## src/rtl/bak_pkg.sv

```systemverilog
// Shared constants and helper functions for the BAKSHEESH encryption pipeline.
`default_nettype none
package bak_pkg;

  localparam int BLOCK_W     = 128;
  localparam int ROUND_LIMIT = 35;
  localparam int RCON_W      = 6;
  localparam int NUM_TAPS    = 6;

  // Configuration register indexes (byte address = 8 * index)
  localparam logic [1:0] REG_KEY_HIGH    = 2'd0;
  localparam logic [1:0] REG_KEY_LOW     = 2'd1;
  localparam logic [1:0] REG_ROUND_COUNT = 2'd2;

  localparam logic [5:0] ROUND_COUNT_RESET = 6'd35;

  localparam logic [3:0] SBOX [16] = '{
    4'd3, 4'd0, 4'd6, 4'd13, 4'd11, 4'd5, 4'd8, 4'd14,
    4'd12, 4'd15, 4'd9, 4'd2, 4'd4, 4'd10, 4'd7, 4'd1
  };

  localparam logic [6:0] PERM_ROW [16] = '{
    7'd0, 7'd33, 7'd66, 7'd99, 7'd96, 7'd1, 7'd34, 7'd67,
    7'd64, 7'd97, 7'd2, 7'd35, 7'd32, 7'd65, 7'd98, 7'd3
  };

  localparam logic [6:0] TAP_POS [NUM_TAPS] = '{
    7'd8, 7'd13, 7'd19, 7'd35, 7'd67, 7'd106
  };

  localparam logic [RCON_W-1:0] ROUND_CONST [ROUND_LIMIT] = '{
    6'd2, 6'd33, 6'd16, 6'd9, 6'd36, 6'd19, 6'd40, 6'd53,
    6'd26, 6'd13, 6'd38, 6'd51, 6'd56, 6'd61, 6'd62, 6'd31,
    6'd14, 6'd7, 6'd34, 6'd49, 6'd24, 6'd45, 6'd54, 6'd59,
    6'd28, 6'd47, 6'd22, 6'd43, 6'd20, 6'd11, 6'd4, 6'd3,
    6'd32, 6'd17, 6'd8
  };

  // Destination bit of source bit i under the bit permutation
  function automatic logic [6:0] perm_dest(input int i);
    logic [6:0] row;
    logic [6:0] col;
    row = PERM_ROW[i & 15];
    col = 7'((i >> 4) << 2);
    return row + col;
  endfunction

endpackage
`default_nettype wire

```

## src/rtl/bak_round.sv

```systemverilog
// One BAKSHEESH round: S-box layer, bit permutation, constant taps, round key.
`default_nettype none
module bak_round
  import bak_pkg::*;
(
  input  wire logic [BLOCK_W-1:0] st_in,
  input  wire logic [BLOCK_W-1:0] rkey,
  input  wire logic [RCON_W-1:0]  rcon,
  input  wire logic               active,
  output logic      [BLOCK_W-1:0] st_out
);

  logic [BLOCK_W-1:0] sub;
  logic [BLOCK_W-1:0] perm;
  logic [BLOCK_W-1:0] with_rc;

  for (genvar n = 0; n < BLOCK_W / 4; n++) begin : g_sbox
    assign sub[4*n +: 4] = SBOX[st_in[4*n +: 4]];
  end

  for (genvar i = 0; i < BLOCK_W; i++) begin : g_perm
    assign perm[perm_dest(i)] = sub[i];
  end

  always_comb begin
    with_rc = perm;
    for (int t = 0; t < NUM_TAPS; t++) begin
      with_rc[TAP_POS[t]] = with_rc[TAP_POS[t]] ^ rcon[t];
    end
  end

  // Rounds past the configured count pass the state through untouched
  assign st_out = active ? (with_rc ^ rkey) : st_in;

endmodule
`default_nettype wire

```

## config.mk

```make
export PLATFORM = sky130hd
export DESIGN_NAME = bak_round
export DESIGN_NICKNAME = d
export VERILOG_FILES = /design/src/rtl/bak_pkg.sv /design/src/rtl/bak_round.sv
export SDC_FILE = /design/constraint.sdc
export NUM_CORES = 1
export LEC_CHECK = 0
export BUFFER_PORTS_ARGS = -buffer_cell sky130_fd_sc_hd__buf_2
export CORE_AREA = 4 4 151 153
export DETAILED_ROUTE_END_ITERATION = 10
export DIE_AREA = 0 0 155 157
export PLACE_DENSITY = 0.7
export RECOVER_POWER = 100
export SLEW_MARGIN = 10
export SYNTH_ARGS = -nofsm -noshare
export SYNTH_HDL_FRONTEND = slang
export SYNTH_SLANG_ARGS = --single-unit
```

## constraint.sdc

```tcl
create_clock -name vclk -period 1.4
set_input_delay 0.07 -clock vclk [all_inputs]
set_output_delay 0.07 -clock vclk [all_outputs]
set_load 0.01 [all_outputs]
```

==> impl_metrics.env <==
export IMPL_yosysTopAreaCell="xnor2_1"
export IMPL_antenna_found_initial=0
export IMPL_fmax_mhz=661.3
export IMPL_dpl_worst_slack_ps=-214.6
export IMPL_core_area_um2=21550
export IMPL_syn_area_um2=6750
export IMPL_rsz0062_at_grt="yes"
export IMPL_criticalPathCategory="primary input to primary output"
export IMPL_final_nets=1800
export IMPL_place_area_um2=9882
export IMPL_drive_gt1_share_pct=52.61
export IMPL_die_area_um2=24340
export IMPL_cp_arrival_ps=1440
export IMPL_fin_cells=1753
export IMPL_grt_max_degree=62
export IMPL_die_w_um=155
export IMPL_finalSetupViolations=28
export IMPL_p_leak_nw=5.466
export IMPL_synth_fp_nets=1238
export IMPL_period_minus_slack_ps=1512
export IMPL_synth_warnings=0
export IMPL_outcome="finished, violations left"
export IMPL_first_pass_iters=5
export IMPL_num_rows=54
export IMPL_ctsHoldBuffers=0
export IMPL_worst_hold_path_type="primary input to primary output"
export IMPL_die_height_um=157
export IMPL_required_ps=1330
export IMPL_grt_pass1_wl_um=47300
export IMPL_ir_worst_vdd_v=0.0003120
export IMPL_cp_max_fo=2
export IMPL_overflow=0
export IMPL_synth_cell_types=24
export IMPL_timing_hold_ws_ps=510.5
export IMPL_io_pins=391
export IMPL_synthTopCellsByCount="xnor2_1 (222), mux2i_1 (98), nor2_1 (86)"
export IMPL_min_period_over_period_pct=108.0
export IMPL_wire_per_inst_um=18.79
export IMPL_regArea_um2=0
export IMPL_routed_via_density=4.973
export IMPL_hold_viol_final=0
export IMPL_seq_area_frac_synth_pct=0
export IMPL_wl_um=32950
export IMPL_area_growth_pct=80.74
export IMPL_portBuffers=391
export IMPL_relSlewSlack_pct=69.97
export IMPL_stdcell_area_um2=12200
export IMPL_avgSynthCellArea_um2=7.393
export IMPL_dp_cells=1686
export IMPL_slew_viol_final=0
export IMPL_hpwl_um=25170
export IMPL_synth_top_area_share_pct=28.80
export IMPL_p_per_area_nw_per_um2=431.3
export IMPL_ant_nets=0
export IMPL_n_antenna_cell=0
export IMPL_clock_buffers=0
export IMPL_seq_cells=0
export IMPL_first_iter_violations=345
export IMPL_start_util_pct=31.32
export IMPL_setup_ws_ps=-112.1
export IMPL_via_count=8718
export IMPL_synth_area_leaders="xnor2_1 (29%), mux2i_1 (15%), ha_1 (11%), buf_6 (5.2%), nor2_1 (4.8%)"
export IMPL_worst_slew_pin_slew_ps=447.3
export IMPL_grt_pass1_vias=8673
export IMPL_post_synth_top_count_cell="xnor2_1"
export IMPL_syn_inst=913
export IMPL_grt_util_all_layers_pct=24.18
export IMPL_drc=0
export IMPL_critPathCaptureType="primary output"
export IMPL_globalplace_congestion=0.9171
export IMPL_maxCapViolCount=0
export IMPL_violations="setup timing"
export IMPL_totalPowerFinal_mw=5.262
export IMPL_crit_path_start_kind="primary input"
## final timing paths
| kind | cells after the start | from | to |
|---|---|---|---|
| worst max-delay path | 9 | st_in[0] | st_out[33] |
| worst min-delay path | 4 | st_in[125] | st_out[125] |
## repair_timing
action | 4_1_cts | 5_1_grt
setup buffers | 58 | 10
pin swaps | 165 | 54
hold endpoints to repair | 0 | 0
endpoints found under the setup margin | 35 | 32
resized for setup | 375 | 77
## cells in the final DEF (no fill, tap or decap), drive strengths merged
cell type / netlist / layout
inv: 62 / 62
nor3: 29 / 29
nand2: 32 / 32
ha: 62 / 62
nor2b: 1 / 1
o21ai: 58 / 58
and2: 29 / 29
a31oi: 2 / 2
or3: 31 / 31
clkbuf: 15 / 52
nand2b: 1 / 1
buf: 46 / 569
mux2i: 98 / 98
xor2: 12 / 12
a31o: 28 / 28
xnor2: 222 / 222
a211oi: 29 / 29
mux2: 7 / 7
a22oi: 2 / 2
nor2: 86 / 86
a21oi: 61 / 61
## worst max-delay path: stages
cell,delay (ps)
buf_8,80
inv_6,30
buf_6,110
ha_4,160
nor3_4,200
a211oi_2,60
or3_1,370
a31o_1,220
buf_2,140
## per-stage QoR
stage	util, %	setup TNS (ps)
CTS	55.39	-922.9
global placement	45.85	-4759
finish	56.61	-1149
detailed placement	45.85	-5333
floorplan	-	0
global route	56.61	-3647
## power by group
group          internal, mW  switching [mW]  total, mW
clock network             0               0          0
registers                 0               0          0
logic                  2.65            2.61       5.26
## layout make-up
cell class / instances / area, um^2
timing repair buffer: 621 / 4332
multi-input combinational: 790 / 7083
tap: 280 / 350.3
inverter: 62 / 435.4
fill: 1904 / 9353
## cell families after synthesis
family                     count (synthesis)  share of synthesized area (%)
AOI/OAI and AO/OA                        180                          16.24
buffers and inverters                    123                          10.42
muxes                                    105                          15.70
adders and majority gates                 62                          11.49
and+or+nand+nor                          209                          15.79
xor gates and xnor gates                 234                          30.36
## metal layers
| layer | vias to the layer above | track usage, % | part of all wire, % |
|---|---|---|---|
| li1 | 4220 | - | - |
| met1 | 4088 | 28.40 | 39 |
| met3 | 48 | 2.777 | 5.6 |
| met4 | 0 | 5.593 | 3.0 |
| met5 | - | 0 | 0 |
| met2 | 362 | 46.70 | 52 |
No activity file was read; power rests on OpenSTA's default activity.
